[src/hdl/bbms_pkg.sv]
package bbms_pkg;

  // field widths
  localparam int unsigned PosW = 12;
  localparam int unsigned VelW = 24;
  localparam int unsigned ImpW = 16;
  localparam int unsigned DivW = 4;
  localparam int unsigned AccW = 8;
  localparam int unsigned WideW = VelW + 2;

  // divider: two quotient bits per cycle
  localparam int unsigned DivBitsPerStep = 2;
  localparam int unsigned DivSteps = VelW / DivBitsPerStep;
  localparam int unsigned DivCntW = $clog2(DivSteps);

  // register reset values
  localparam logic [DivW-1:0] DivisorReset   = 4'd2;
  localparam logic [AccW-1:0] FallAccelReset = 8'd9;
  localparam logic [PosW-1:0] LeftReset      = 12'd30;
  localparam logic [PosW-1:0] RightReset     = 12'd940;
  localparam logic [PosW-1:0] TopReset       = 12'd30;
  localparam logic [PosW-1:0] BottomReset    = 12'd480;
  localparam logic [PosW-1:0] StartXReset    = 12'd100;
  localparam logic [PosW-1:0] StartYReset    = 12'd100;

  localparam logic signed [WideW-1:0] VelMax = 26'sd8388607;
  localparam logic signed [WideW-1:0] VelMin = -26'sd8388608;

  typedef enum logic [2:0] {
    RegDivisor   = 3'd0,
    RegFallAccel = 3'd1,
    RegLeft      = 3'd2,
    RegRight     = 3'd3,
    RegTop       = 3'd4,
    RegBottom    = 3'd5,
    RegStartX    = 3'd6,
    RegStartY    = 3'd7
  } reg_idx_e;

  typedef struct packed {
    logic                   mode;
    logic signed [ImpW-1:0] impulse_x;
    logic signed [ImpW-1:0] impulse_y;
  } in_t;

  typedef struct packed {
    logic [PosW-1:0]        pos_x;
    logic [PosW-1:0]        pos_y;
    logic signed [VelW-1:0] vel_x;
    logic signed [VelW-1:0] vel_y;
    logic                   hit_top;
    logic                   hit_bottom;
    logic                   hit_left;
    logic                   hit_right;
  } out_t;

  typedef struct packed {
    logic [DivW-1:0] divisor;
    logic [AccW-1:0] fall_accel;
    logic [PosW-1:0] left_limit;
    logic [PosW-1:0] right_limit;
    logic [PosW-1:0] top_limit;
    logic [PosW-1:0] bottom_limit;
    logic [PosW-1:0] start_x;
    logic [PosW-1:0] start_y;
  } cfg_t;

  typedef struct packed {
    logic                   start;
    logic signed [VelW-1:0] dividend;
    logic [DivW-1:0]        divisor;
  } div_req_t;

  typedef struct packed {
    logic                   done;
    logic signed [VelW-1:0] quotient;
  } div_rsp_t;

  function automatic logic signed [WideW-1:0] ext_vel(input logic signed [VelW-1:0] v);
    ext_vel = {{(WideW-VelW){v[VelW-1]}}, v};
  endfunction

  function automatic logic signed [VelW-1:0] sat_vel(input logic signed [WideW-1:0] v);
    if (v > VelMax) begin
      sat_vel = VelMax[VelW-1:0];
    end else if (v < VelMin) begin
      sat_vel = VelMin[VelW-1:0];
    end else begin
      sat_vel = v[VelW-1:0];
    end
  endfunction

endpackage

[src/hdl/bbms_regs.sv]
module bbms_regs import bbms_pkg::*; (
  input  logic        clk_i,
  input  logic        rst_ni,
  input  logic        psel,
  input  logic        penable,
  input  logic        pwrite,
  input  logic [4:0]  paddr,
  input  logic [31:0] pwdata,
  output logic [31:0] prdata,
  output logic        pready,
  output cfg_t        cfg_o
);

  cfg_t     cfg_q;
  reg_idx_e idx;

  assign idx    = reg_idx_e'(paddr[4:2]);
  assign pready = 1'b1;
  assign cfg_o  = cfg_q;

  always_ff @(posedge clk_i or negedge rst_ni) begin
    if (!rst_ni) begin
      cfg_q.divisor      <= DivisorReset;
      cfg_q.fall_accel   <= FallAccelReset;
      cfg_q.left_limit   <= LeftReset;
      cfg_q.right_limit  <= RightReset;
      cfg_q.top_limit    <= TopReset;
      cfg_q.bottom_limit <= BottomReset;
      cfg_q.start_x      <= StartXReset;
      cfg_q.start_y      <= StartYReset;
    end else if (psel && penable && pwrite) begin
      case (idx)
        RegDivisor:   cfg_q.divisor      <= pwdata[DivW-1:0];
        RegFallAccel: cfg_q.fall_accel   <= pwdata[AccW-1:0];
        RegLeft:      cfg_q.left_limit   <= pwdata[PosW-1:0];
        RegRight:     cfg_q.right_limit  <= pwdata[PosW-1:0];
        RegTop:       cfg_q.top_limit    <= pwdata[PosW-1:0];
        RegBottom:    cfg_q.bottom_limit <= pwdata[PosW-1:0];
        RegStartX:    cfg_q.start_x      <= pwdata[PosW-1:0];
        RegStartY:    cfg_q.start_y      <= pwdata[PosW-1:0];
        default: ;
      endcase
    end
  end

  always_comb begin
    case (idx)
      RegDivisor:   prdata = 32'(cfg_q.divisor);
      RegFallAccel: prdata = 32'(cfg_q.fall_accel);
      RegLeft:      prdata = 32'(cfg_q.left_limit);
      RegRight:     prdata = 32'(cfg_q.right_limit);
      RegTop:       prdata = 32'(cfg_q.top_limit);
      RegBottom:    prdata = 32'(cfg_q.bottom_limit);
      RegStartX:    prdata = 32'(cfg_q.start_x);
      RegStartY:    prdata = 32'(cfg_q.start_y);
      default:      prdata = 32'd0;
    endcase
  end

endmodule

[src/hdl/bbms_div.sv]
module bbms_div import bbms_pkg::*; (
  input  logic     clk_i,
  input  logic     rst_ni,
  input  div_req_t req_i,
  output div_rsp_t rsp_o
);

  logic                busy_q;
  logic                done_q;
  logic [DivCntW-1:0]  cnt_q;
  logic                neg_q;
  logic [VelW-1:0]     mag_q;
  logic [DivW-1:0]     rem_q;
  logic [VelW-1:0]     mag_d;
  logic [DivW-1:0]     rem_d;
  logic [DivW-1:0]     dvs;
  logic [VelW-1:0]     abs_in;

  // divisor of zero acts as one
  assign dvs    = (req_i.divisor == '0) ? DivW'(1) : req_i.divisor;
  assign abs_in = req_i.dividend[VelW-1] ? (~req_i.dividend + VelW'(1)) : req_i.dividend;

  // restoring division, dividend shifts out the top, quotient bits shift in
  always_comb begin
    logic [DivW:0] trial;
    mag_d = mag_q;
    rem_d = rem_q;
    for (int i = 0; i < DivBitsPerStep; i++) begin
      trial = {rem_d, mag_d[VelW-1]};
      mag_d = {mag_d[VelW-2:0], 1'b0};
      if (trial >= {1'b0, dvs}) begin
        rem_d    = DivW'(trial - {1'b0, dvs});
        mag_d[0] = 1'b1;
      end else begin
        rem_d = trial[DivW-1:0];
      end
    end
  end

  always_ff @(posedge clk_i or negedge rst_ni) begin
    if (!rst_ni) begin
      busy_q <= 1'b0;
      done_q <= 1'b0;
      cnt_q  <= '0;
    end else begin
      if (req_i.start) begin
        busy_q <= 1'b1;
        done_q <= 1'b0;
        cnt_q  <= '0;
      end else if (busy_q) begin
        cnt_q  <= cnt_q + DivCntW'(1);
        done_q <= (cnt_q == DivCntW'(DivSteps - 1));
        if (cnt_q == DivCntW'(DivSteps - 1)) begin
          busy_q <= 1'b0;
        end
      end else begin
        done_q <= 1'b0;
      end
    end
  end

  always_ff @(posedge clk_i) begin
    if (req_i.start) begin
      neg_q <= req_i.dividend[VelW-1];
      mag_q <= abs_in;
      rem_q <= '0;
    end else if (busy_q) begin
      mag_q <= mag_d;
      rem_q <= rem_d;
    end
  end

  assign rsp_o.done     = done_q;
  assign rsp_o.quotient = neg_q ? signed'(~mag_q + VelW'(1)) : signed'(mag_q);

  start_when_idle: assert property (@(posedge clk_i) disable iff (!rst_ni)
    req_i.start |-> !busy_q)
    else $error("divider started while busy");

endmodule

[src/hdl/bouncing_ball_motion_step.sv]
// channel   | direction | handshake                | payload
// ----------+-----------+--------------------------+--------------------------------
// input     | in        | in_valid_i / in_ready_o  | in_data_i  (mode, impulse_x/y)
// output    | out       | out_valid_o / out_ready_i| out_data_o (pos, vel, hit flags)
// config    | in        | psel/penable/pwrite      | paddr, pwdata, prdata, pready
//
// one transaction's length is set by the shared two-bit-per-cycle divider:
// it makes up to four divisions by the divisor per transaction
// reset loads the registers' reset values, the ball at (100, 100) and zero velocity
// a finished result sits in the output register; the next transaction is taken
// meanwhile and waits at the end of its step if that result is still not taken
module bouncing_ball_motion_step import bbms_pkg::*; (
  input  logic        clk_i,
  input  logic        rst_ni,
  input  logic        in_valid_i,
  output logic        in_ready_o,
  input  in_t         in_data_i,
  output logic        out_valid_o,
  input  logic        out_ready_i,
  output out_t        out_data_o,
  input  logic        psel,
  input  logic        penable,
  input  logic        pwrite,
  input  logic [4:0]  paddr,
  input  logic [31:0] pwdata,
  output logic [31:0] prdata,
  output logic        pready
);

  typedef enum logic [3:0] {
    S_IDLE,
    S_X_CHK,
    S_X_Q1,
    S_X_Q2,
    S_Y_CHK,
    S_Y_Q1,
    S_Y_Q2,
    S_Y_FALL,
    S_FINISH
  } state_e;

  state_e state_q;

  cfg_t     cfg;
  div_req_t div_req;
  div_rsp_t div_rsp;

  // kept motion state
  logic signed [VelW-1:0] vx_q, vy_q;
  logic [PosW-1:0]        x_q, y_q;
  // step flags: which branch each axis took
  logic                   x_pos_q, y_up_q;
  logic                   hit_top_q, hit_bottom_q, hit_left_q, hit_right_q;
  // divider launch
  logic                   div_start_q;
  logic signed [VelW-1:0] div_a_q;
  // output register
  logic                   out_valid_q;
  out_t                   out_q;

  logic signed [WideW-1:0] fa_w;
  logic signed [WideW-1:0] q_w;
  logic signed [VelW-1:0]  vx_imp, vy_imp;
  logic signed [VelW:0]    q_half_sum;
  logic signed [VelW:0]    q_half;
  logic signed [VelW-1:0]  vx_damp, vy_damp;
  logic signed [WideW-1:0] nx, ny;
  logic [PosW-1:0]         x_new, y_new;
  logic signed [VelW-1:0]  vy_top, vy_bot, vy_fall;
  logic                    vx_pos, vx_neg, vy_pos, vy_neg;

  bbms_regs u_regs (
    .clk_i   (clk_i),
    .rst_ni  (rst_ni),
    .psel    (psel),
    .penable (penable),
    .pwrite  (pwrite),
    .paddr   (paddr),
    .pwdata  (pwdata),
    .prdata  (prdata),
    .pready  (pready),
    .cfg_o   (cfg)
  );

  assign div_req.start    = div_start_q;
  assign div_req.dividend = div_a_q;
  assign div_req.divisor  = cfg.divisor;

  bbms_div u_div (
    .clk_i  (clk_i),
    .rst_ni (rst_ni),
    .req_i  (div_req),
    .rsp_o  (div_rsp)
  );

  assign fa_w = signed'({{(WideW-AccW){1'b0}}, cfg.fall_accel});
  assign q_w  = ext_vel(div_rsp.quotient);

  // impulse: replace or add with saturation
  assign vx_imp = in_data_i.mode ? VelW'(in_data_i.impulse_x)
                : sat_vel(ext_vel(vx_q) + WideW'(in_data_i.impulse_x));
  assign vy_imp = in_data_i.mode ? VelW'(in_data_i.impulse_y)
                : sat_vel(ext_vel(vy_q) + WideW'(in_data_i.impulse_y));

  assign vx_pos = !vx_q[VelW-1] && (vx_q != '0);
  assign vx_neg = vx_q[VelW-1];
  assign vy_pos = !vy_q[VelW-1] && (vy_q != '0);
  assign vy_neg = vy_q[VelW-1];

  // quotient halved toward zero
  assign q_half_sum = signed'({div_rsp.quotient[VelW-1], div_rsp.quotient})
                    + signed'({{VelW{1'b0}}, div_rsp.quotient[VelW-1]});
  assign q_half     = q_half_sum >>> 1;

  assign vx_damp = sat_vel(ext_vel(vx_q) - WideW'(q_half));
  assign vy_damp = y_up_q ? sat_vel(ext_vel(vy_q) - q_w) : sat_vel(ext_vel(vy_q) + q_w);

  // moves clamped to the wall they head for
  assign nx = signed'({{(WideW-PosW){1'b0}}, x_q}) + q_w;
  assign ny = signed'({{(WideW-PosW){1'b0}}, y_q}) - q_w;

  always_comb begin
    if (x_pos_q) begin
      x_new = (nx >= signed'({{(WideW-PosW){1'b0}}, cfg.right_limit})) ? cfg.right_limit
            : nx[PosW-1:0];
    end else begin
      x_new = (nx <= signed'({{(WideW-PosW){1'b0}}, cfg.left_limit})) ? cfg.left_limit
            : nx[PosW-1:0];
    end
    if (y_up_q) begin
      y_new = (ny <= signed'({{(WideW-PosW){1'b0}}, cfg.top_limit})) ? cfg.top_limit
            : ny[PosW-1:0];
    end else begin
      y_new = (ny >= signed'({{(WideW-PosW){1'b0}}, cfg.bottom_limit})) ? cfg.bottom_limit
            : ny[PosW-1:0];
    end
  end

  // bounces and the fall term
  assign vy_top  = sat_vel(fa_w - ext_vel(vy_q));
  assign vy_bot  = sat_vel(-ext_vel(vy_q) - fa_w);
  assign vy_fall = sat_vel(ext_vel(vy_q) - fa_w);

  assign in_ready_o  = (state_q == S_IDLE);
  assign out_valid_o = out_valid_q;
  assign out_data_o  = out_q;

  always_ff @(posedge clk_i or negedge rst_ni) begin
    if (!rst_ni) begin
      state_q      <= S_IDLE;
      vx_q         <= '0;
      vy_q         <= '0;
      x_q          <= StartXReset;
      y_q          <= StartYReset;
      x_pos_q      <= 1'b0;
      y_up_q       <= 1'b0;
      hit_top_q    <= 1'b0;
      hit_bottom_q <= 1'b0;
      hit_left_q   <= 1'b0;
      hit_right_q  <= 1'b0;
      div_start_q  <= 1'b0;
      div_a_q      <= '0;
      out_valid_q  <= 1'b0;
      out_q        <= '0;
    end else begin
      // launch pulse lasts one cycle, no launch can follow directly
      if (div_start_q) begin
        div_start_q <= 1'b0;
      end
      // the finishing step reloads the output register itself
      if (out_valid_q && out_ready_i && (state_q != S_FINISH)) begin
        out_valid_q <= 1'b0;
      end
      case (state_q)
        S_IDLE: begin
          if (in_valid_i) begin
            vx_q         <= vx_imp;
            vy_q         <= vy_imp;
            hit_top_q    <= 1'b0;
            hit_bottom_q <= 1'b0;
            hit_left_q   <= 1'b0;
            hit_right_q  <= 1'b0;
            state_q      <= S_X_CHK;
          end
        end
        S_X_CHK: begin
          x_pos_q <= vx_pos;
          if (vx_pos && (x_q >= cfg.right_limit)) begin
            hit_right_q <= 1'b1;
            vx_q        <= sat_vel(-ext_vel(vx_q));
            state_q     <= S_Y_CHK;
          end else if (vx_neg && (x_q <= cfg.left_limit)) begin
            hit_left_q <= 1'b1;
            vx_q       <= sat_vel(-ext_vel(vx_q));
            state_q    <= S_Y_CHK;
          end else if (vx_pos || vx_neg) begin
            // inside the box: damping divide first
            div_start_q <= 1'b1;
            div_a_q     <= vx_q;
            state_q     <= S_X_Q1;
          end else begin
            state_q <= S_Y_CHK;
          end
        end
        S_X_Q1: begin
          if (div_rsp.done) begin
            vx_q        <= vx_damp;
            div_start_q <= 1'b1;
            div_a_q     <= vx_damp;
            state_q     <= S_X_Q2;
          end
        end
        S_X_Q2: begin
          if (div_rsp.done) begin
            x_q     <= x_new;
            state_q <= S_Y_CHK;
          end
        end
        S_Y_CHK: begin
          y_up_q <= vy_pos;
          if (vy_pos && (y_q <= cfg.top_limit)) begin
            hit_top_q <= 1'b1;
            vy_q      <= vy_top;
            state_q   <= S_Y_FALL;
          end else if (vy_neg && (y_q >= cfg.bottom_limit)) begin
            hit_bottom_q <= 1'b1;
            vy_q         <= vy_bot;
            state_q      <= S_Y_FALL;
          end else if (vy_pos || vy_neg) begin
            div_start_q <= 1'b1;
            div_a_q     <= vy_q;
            state_q     <= S_Y_Q1;
          end else begin
            state_q <= S_Y_FALL;
          end
        end
        S_Y_Q1: begin
          if (div_rsp.done) begin
            vy_q        <= vy_damp;
            div_start_q <= 1'b1;
            div_a_q     <= vy_damp;
            state_q     <= S_Y_Q2;
          end
        end
        S_Y_Q2: begin
          if (div_rsp.done) begin
            y_q     <= y_new;
            state_q <= S_Y_FALL;
          end
        end
        S_Y_FALL: begin
          vy_q    <= vy_fall;
          state_q <= S_FINISH;
        end
        S_FINISH: begin
          // hand over once the output register is free
          if (!out_valid_q || out_ready_i) begin
            out_valid_q      <= 1'b1;
            out_q.pos_x      <= x_q;
            out_q.pos_y      <= y_q;
            out_q.vel_x      <= vx_q;
            out_q.vel_y      <= vy_q;
            out_q.hit_top    <= hit_top_q;
            out_q.hit_bottom <= hit_bottom_q;
            out_q.hit_left   <= hit_left_q;
            out_q.hit_right  <= hit_right_q;
            state_q          <= S_IDLE;
          end
        end
        default: state_q <= S_IDLE;
      endcase
    end
  end

  // divider results only arrive while a divide is awaited
  div_done_expected: assert property (@(posedge clk_i) disable iff (!rst_ni)
    div_rsp.done |-> (state_q == S_X_Q1 || state_q == S_X_Q2 ||
                      state_q == S_Y_Q1 || state_q == S_Y_Q2))
    else $error("unexpected divider result");

  busy_after_accept: assert property (@(posedge clk_i) disable iff (!rst_ni)
    (in_valid_i && in_ready_o) |=> !in_ready_o)
    else $error("input taken while a step is running");

  one_x_wall: assert property (@(posedge clk_i) disable iff (!rst_ni)
    out_valid_o |-> !(out_data_o.hit_left && out_data_o.hit_right))
    else $error("both side walls hit in one step");

  one_y_wall: assert property (@(posedge clk_i) disable iff (!rst_ni)
    out_valid_o |-> !(out_data_o.hit_top && out_data_o.hit_bottom))
    else $error("top and floor hit in one step");

endmodule

[config.mk]
export PLATFORM = sky130hd
export DESIGN_NAME = bouncing_ball_motion_step
export DESIGN_NICKNAME = d
export VERILOG_FILES = /design/src/hdl/bbms_pkg.sv /design/src/hdl/bbms_regs.sv /design/src/hdl/bbms_div.sv /design/src/hdl/bouncing_ball_motion_step.sv
export SDC_FILE = /design/constraint.sdc
export NUM_CORES = 1
export LEC_CHECK = 0
export ABC_AREA = 0
export BUFFER_PORTS_ARGS = -buffer_cell sky130_fd_sc_hd__buf_2
export CAP_MARGIN = 20
export CORE_MARGIN = 4
export CORE_UTILIZATION = 60
export CTS_CLUSTER_DIAMETER = 30
export CTS_CLUSTER_SIZE = 8
export DETAILED_ROUTE_END_ITERATION = 7
export PLACE_DENSITY_LB_ADDON = 0.15
export SETUP_SLACK_MARGIN = 0.2
export SLEW_MARGIN = 30
export SYNTH_ARGS = -nofsm -noshare
export SYNTH_HDL_FRONTEND = slang
export SYNTH_HIERARCHICAL = 1
export SYNTH_SLANG_ARGS = --single-unit
[constraint.sdc]
create_clock -name clk_i -period 8.15 [get_ports clk_i]
set_input_delay 0 -clock clk_i [delete_from_list [all_inputs] [get_ports clk_i]]
set_output_delay 0 -clock clk_i [all_outputs]
set_load 0.01 [all_outputs]
Yosys cells after proc, flatten, opt, wreduce, memory -nomap -nowiden:

Cells that the tools add are included.

* output and inout port bits: 111
* register bits after elaboration: 303

* $lt $le $gt $ge: 28
* multiplexer cells: 96
* bitwise logic cells: 2
* equality and inequality tests: 35
* reductions and logical operators: 47
* $add $sub $neg: 18

Operators by type and width (number)
* $mux 24: 39
* $pmux 32 s8: 1
* $pmux 24 s4: 2
* $gt 25x24->1 const B: 7
* $lt 25x24->1 const B: 7
* $mux 12: 6
* $pmux 24 s3: 1
* $gt 26x24->1 const B: 2
* $lt 26x24->1 const B: 2
* $neg 24->26: 2
* $add 24x16->25: 2
* $ge 25x13->1: 2
* $le 25x13->1: 2
* $sub 24x24->25: 2
* $not 24->24: 2
* $reduce_bool 24->1: 2
* $mux 4: 11
* $pmux 4 s9: 1
* $sub 26x9->26: 1
* $add 13x24->25: 1
* $add 24x2->25: 1
* $add 24x24->25: 1
* $sub 13x24->25: 1
* $sub 24x9->25: 1
* other kinds (38): 127

Logic depth before layout (Yosys ltp):

* depth in word-level cells: 10
* gate-level depth with buffers: 27
* mapped depth without buffers: 25

By module:

Netlist, hierarchy kept.

Modules (own cells, without submodules)
* bouncing_ball_motion_step: area each 25051.5 sq um, times used 1, cells an instance 3248
* bbms_regs: area each 4108.9 sq um, times used 1, cells an instance 304
* bbms_div: area each 2905.3 sq um, times used 1, cells an instance 328

Worst setup path before layout:

OpenSTA, ideal clock, no wires.

* path kind: flip-flop to flip-flop
* from: reg u_div.mag_q[4]
* to: reg vx_q[17]
* library setup time: 0.086 ns
* path slack: 2.344 ns
* cell stages (with the launch flop): 27
* path buffers: 2
* arrival: 5.720 ns
* cells stage by stage: edfxtp_1 or3_1 nor4_1 nand3_1 o41ai_1 xnor2_1 clkbuf_8 and2_1 nand3_1 nor2_1 and3_1 and3_1 and4_1 nand2_1 xnor2_1 ha_1 a21oi_1 o21ai_0 a31o_2 a21o_1 a21oi_1 a21oi_1 a311oi_1 clkbuf_1 nand2_1 nor4b_1 nor3_1

RTL lines
* from (decl): line bbms_div.sv:12 `logic [VelW-1:0] mag_q;`
* from (signal assigned): line bbms_div.sv:65 `mag_q <= abs_in;`
* from (signal assigned): line bbms_div.sv:68 `mag_q <= mag_d;`
* to (signal assigned): line bouncing_ball_motion_step.sv:177 `vx_q <= vx_imp;`
* to (signal assigned): line bouncing_ball_motion_step.sv:190 `vx_q <= sat_vel(-ext_vel(vx_q));`
* to (signal assigned): line bouncing_ball_motion_step.sv:194 `vx_q <= sat_vel(-ext_vel(vx_q));`
* to (decl): line bouncing_ball_motion_step.sv:49 `logic signed [VelW-1:0] vx_q, vy_q;`

==> results.md <==
- Run status: finished clean
- Worst Slack Setup Final: 0.9005 ns
- Post-CTS Hold Fix Bufs: 39
- Final Util: 69.45%
- Detailed placer's ending HPWL: 89.19 mm
- Routed len/inst: 24.91 um
- Synth cell types: about 120
- Iter 0 DRT Violations: 3732
- Crit-path max cell delay: 0.74 ns
- Max cap viols: 0
- Setup Fix Bufs, Post-CTS: 0
- Grt total ovfl: 0
- Worst-path cell with the longest stage delay: a311oi_2
- Vias per Instance: 6.750
- Post-synth EDFFs: 25
- Antenna Nets Post-Route: 0
- Cts bufs inserted: 79
- Vias in the first global route: 30200
- Final setup viols: 0
- Synth Register Bits: roughly 300
- Post_cts resized: 0
- Sink Count: 303
- Post-Syn Instances: approximately 3900
- Period minus WS final: just over 7 ns
- First drt pass iteration count: 7
- Routed wire length: 118.9 mm
- Die Ht: 239.2 um
- DP Worst Slack: 1.165 ns
- Layout Skew: 0.04721 ns
- Die area: 57200 sq um
- CP max FO: 10
- Clock tree buffer depth: 3
- Hold Fails Final Rpt: 0
- Core Region: 52760 sq um
- Clock Pin Slew Worst Setup and Hold Paths: about 0.05 ns
- CTS tree: built
- Register area share after synthesis: 24.10%
- Layout Area Growth over Synthesis: 14.27%
- Initial antenna violation count: 5
- Total number of vias: 32230
- Die W: 239.2 um
- Crit start category: flip-flop
- Unrepaired setup endpoints after global routing: no
- Initial Util: 60.78%
- Setup crit end kind: flip-flop
- Mapped Area: 32070 sq um
- Worst path required time: 8.71 ns
- Crit path DAT: 7.80 ns
- Fin Setup TNS: 0 ns
- Overall Global Routing Usage: 40.24%
- WS Path Type: reg2reg
- Drt drc: 0
- Clock latency on the worst-skew pair: between 0.6 and 0.7 ns
- Slew @ Worst Pin: 1.190 ns
- CP Buf/Inv Count: 2
- Slew Viols, Final: 0
- Max Fclk: about 140 MHz
- Global-route wire length before repair: 178.8 mm
- Fin crit share: about nine tenths
- Syn_area_per_cell: 8.264 sq um
- Worst hold path type: in2reg
- Cell mode on critical path: a21oi_1
- Async SR Flop Fraction: 90.43%
- Largest net degree at the start of global routing: 74
- Cell Rows: between 80 and 90
- Slew HR: 19.80%
- Root Driver: clkbuf_16
- Share of layout cells above drive strength 1: 15.07%
- Crit-path leading delay family: compound AO/OA/AOI/OAI gates
- Final Wtd Congestion: approximately 1.0
- I/O Pins: 188
- Number of diodes: 0
- Htree depth: 3
- Nets@finish: ~4400
- Primary FF master, synth: dfrtp_1
- Synth Warn #: 6
- Port Buffer Count: ~140
==> cells in the final DEF (no fill, tap or decap), types with 54 or more instances in the layout <==
cell | synthesis | final
xor2_1 | 56 | 56
dfrtp_1 | 241 | 240
buf_2 | 26 | 143
a21o_1 | 59 | 59
o21ai_0 | 259 | 259
ha_1 | 315 | 315
nand2_1 | 272 | 272
a21oi_1 | 320 | 319
clkbuf_16 | 0 | 81
nor3_1 | 99 | 99
mux2i_1 | 54 | 54
nand3_1 | 88 | 88
xnor2_1 | 194 | 191
nand2b_1 | 57 | 56
nor2_1 | 309 | 303
inv_1 | 237 | 236
mux2_2 | 154 | 154
==> per-stage QoR <==
step / cells / area (sq um) / hold WS (ns)
floorplan: 3899 / 32140 / -0.2956
global placement: 4587 / 33230 / 0.02026
detailed placement: 4587 / 33260 / 0.02814
CTS: 4774 / 36580 / 0.0008598
global route: 4775 / 36640 / 0.01532
finish: 4775 / 36640 / 0.01914
==> sequential cells by signal, summed over array words and instances (netlist names), 4 cells and up <==
signal	flops
u_regs/cfg_o	84
out_data_o	76
div_a_q	24
u_div/mag_q	24
vx_q	24
vy_q	24
x_q	12
y_q	12
state_q	4
u_div/cnt_q	4
u_div/rem_q	4
==> cell usage after synthesis, drive strengths merged, types with 19 or more instances <==
| cell type | instances | area share [%] |
|---|---|---|
| a211o | 26 | 0.71 |
| o21a | 45 | 1.1 |
| nor3 | 101 | 1.6 |
| a21o | 62 | 1.5 |
| a311oi | 19 | 0.52 |
| o211ai | 37 | 0.87 |
| xnor2 | 194 | 5.3 |
| a2111oi | 20 | 0.70 |
| a22oi | 23 | 0.54 |
| o21ai | 266 | 4.2 |
| xor2 | 56 | 1.5 |
| nor2 | 311 | 3.7 |
| a31oi | 41 | 0.85 |
| or3 | 47 | 0.93 |
| clkbuf | 119 | 1.4 |
| nand2b | 57 | 1.1 |
| buf | 77 | 1.5 |
| edfxtp | 25 | 2.3 |
| a211oi | 48 | 1.2 |
| dfstp | 33 | 2.7 |
| ha | 315 | 12 |
| dfrtp | 241 | 19 |
| and2 | 23 | 0.45 |
| o31ai | 40 | 0.97 |
| a41oi | 24 | 0.66 |
| a221oi | 36 | 1.0 |
| nand2 | 273 | 3.2 |
| nand3 | 88 | 1.4 |
| a21oi | 322 | 5.0 |
| nand4 | 51 | 1.0 |
| mux2 | 154 | 5.4 |
| inv | 237 | 2.8 |
| and3 | 28 | 0.55 |
| nor2b | 44 | 0.86 |
| mux2i | 54 | 1.7 |
| o21bai | 27 | 0.63 |
| nor4 | 31 | 0.69 |
==> tightest hold or removal path, cell delays in order <==
cell	delay [ns]
buf_2	0.11
a2bb2oi_1	0.16
a222oi_1	0.24
nor2_1	0.08
==> logic make-up after synthesis <==
logic type,Yosys count,share of synthesized area [%]
AOI/OAI and AO/OA,1214,25.44
xor gates and xnor gates,250,6.828
muxes,209,7.164
adders and majority gates,334,13.26
buffers and inverters,440,5.884
and+or+nand+nor,1128,17.30
DFF,303,24.10
other,2,0.02342
==> worst paths after layout <==
kind	depth (start not counted)	end	slack (ns)	startpoint
max	25	vx_q[20]$_DFFE_PN0P_	0.90	u_div/mag_q[1]$_DFFE_PP_
min	4	vx_q[0]$_DFFE_PN0P_	0.02	in_data_i[16]
max reg2reg	25	vx_q[20]$_DFFE_PN0P_	0.90	u_div/mag_q[1]$_DFFE_PP_
min reg2reg	2	out_data_o[13]$_DFFE_PN0P_	0.47	out_data_o[13]$_DFFE_PN0P_
max in group asynchronous	5	x_pos_q$_DFFE_PN0P_	6.05	rst_ni
min in group asynchronous	3	out_data_o[14]$_DFFE_PN0P_	0.40	rst_ni
==> area by class of cell <==
class	instances	area (sq um)
fill	4402	16120
clock buffer	98	2161
clock inverter	50	754.5
sequential	303	7730
timing repair buffer	239	1587
tap	688	860.8
multi-input combinational	3156	22640
inverter	241	904.6
==> routing by layer <==
metal  vias up  track usage (%)  routed length, um
met1     15390            55.19              48370
met4        12            19.51               6882
met5         -                0                123
li1      14630                -                  -
met2      1821            58.31              49340
met3       376            11.80              14220
Power is left out: the tool's default activity adds up to more than one toggle a clock period on the data nets, which glitch-free logic cannot reach.
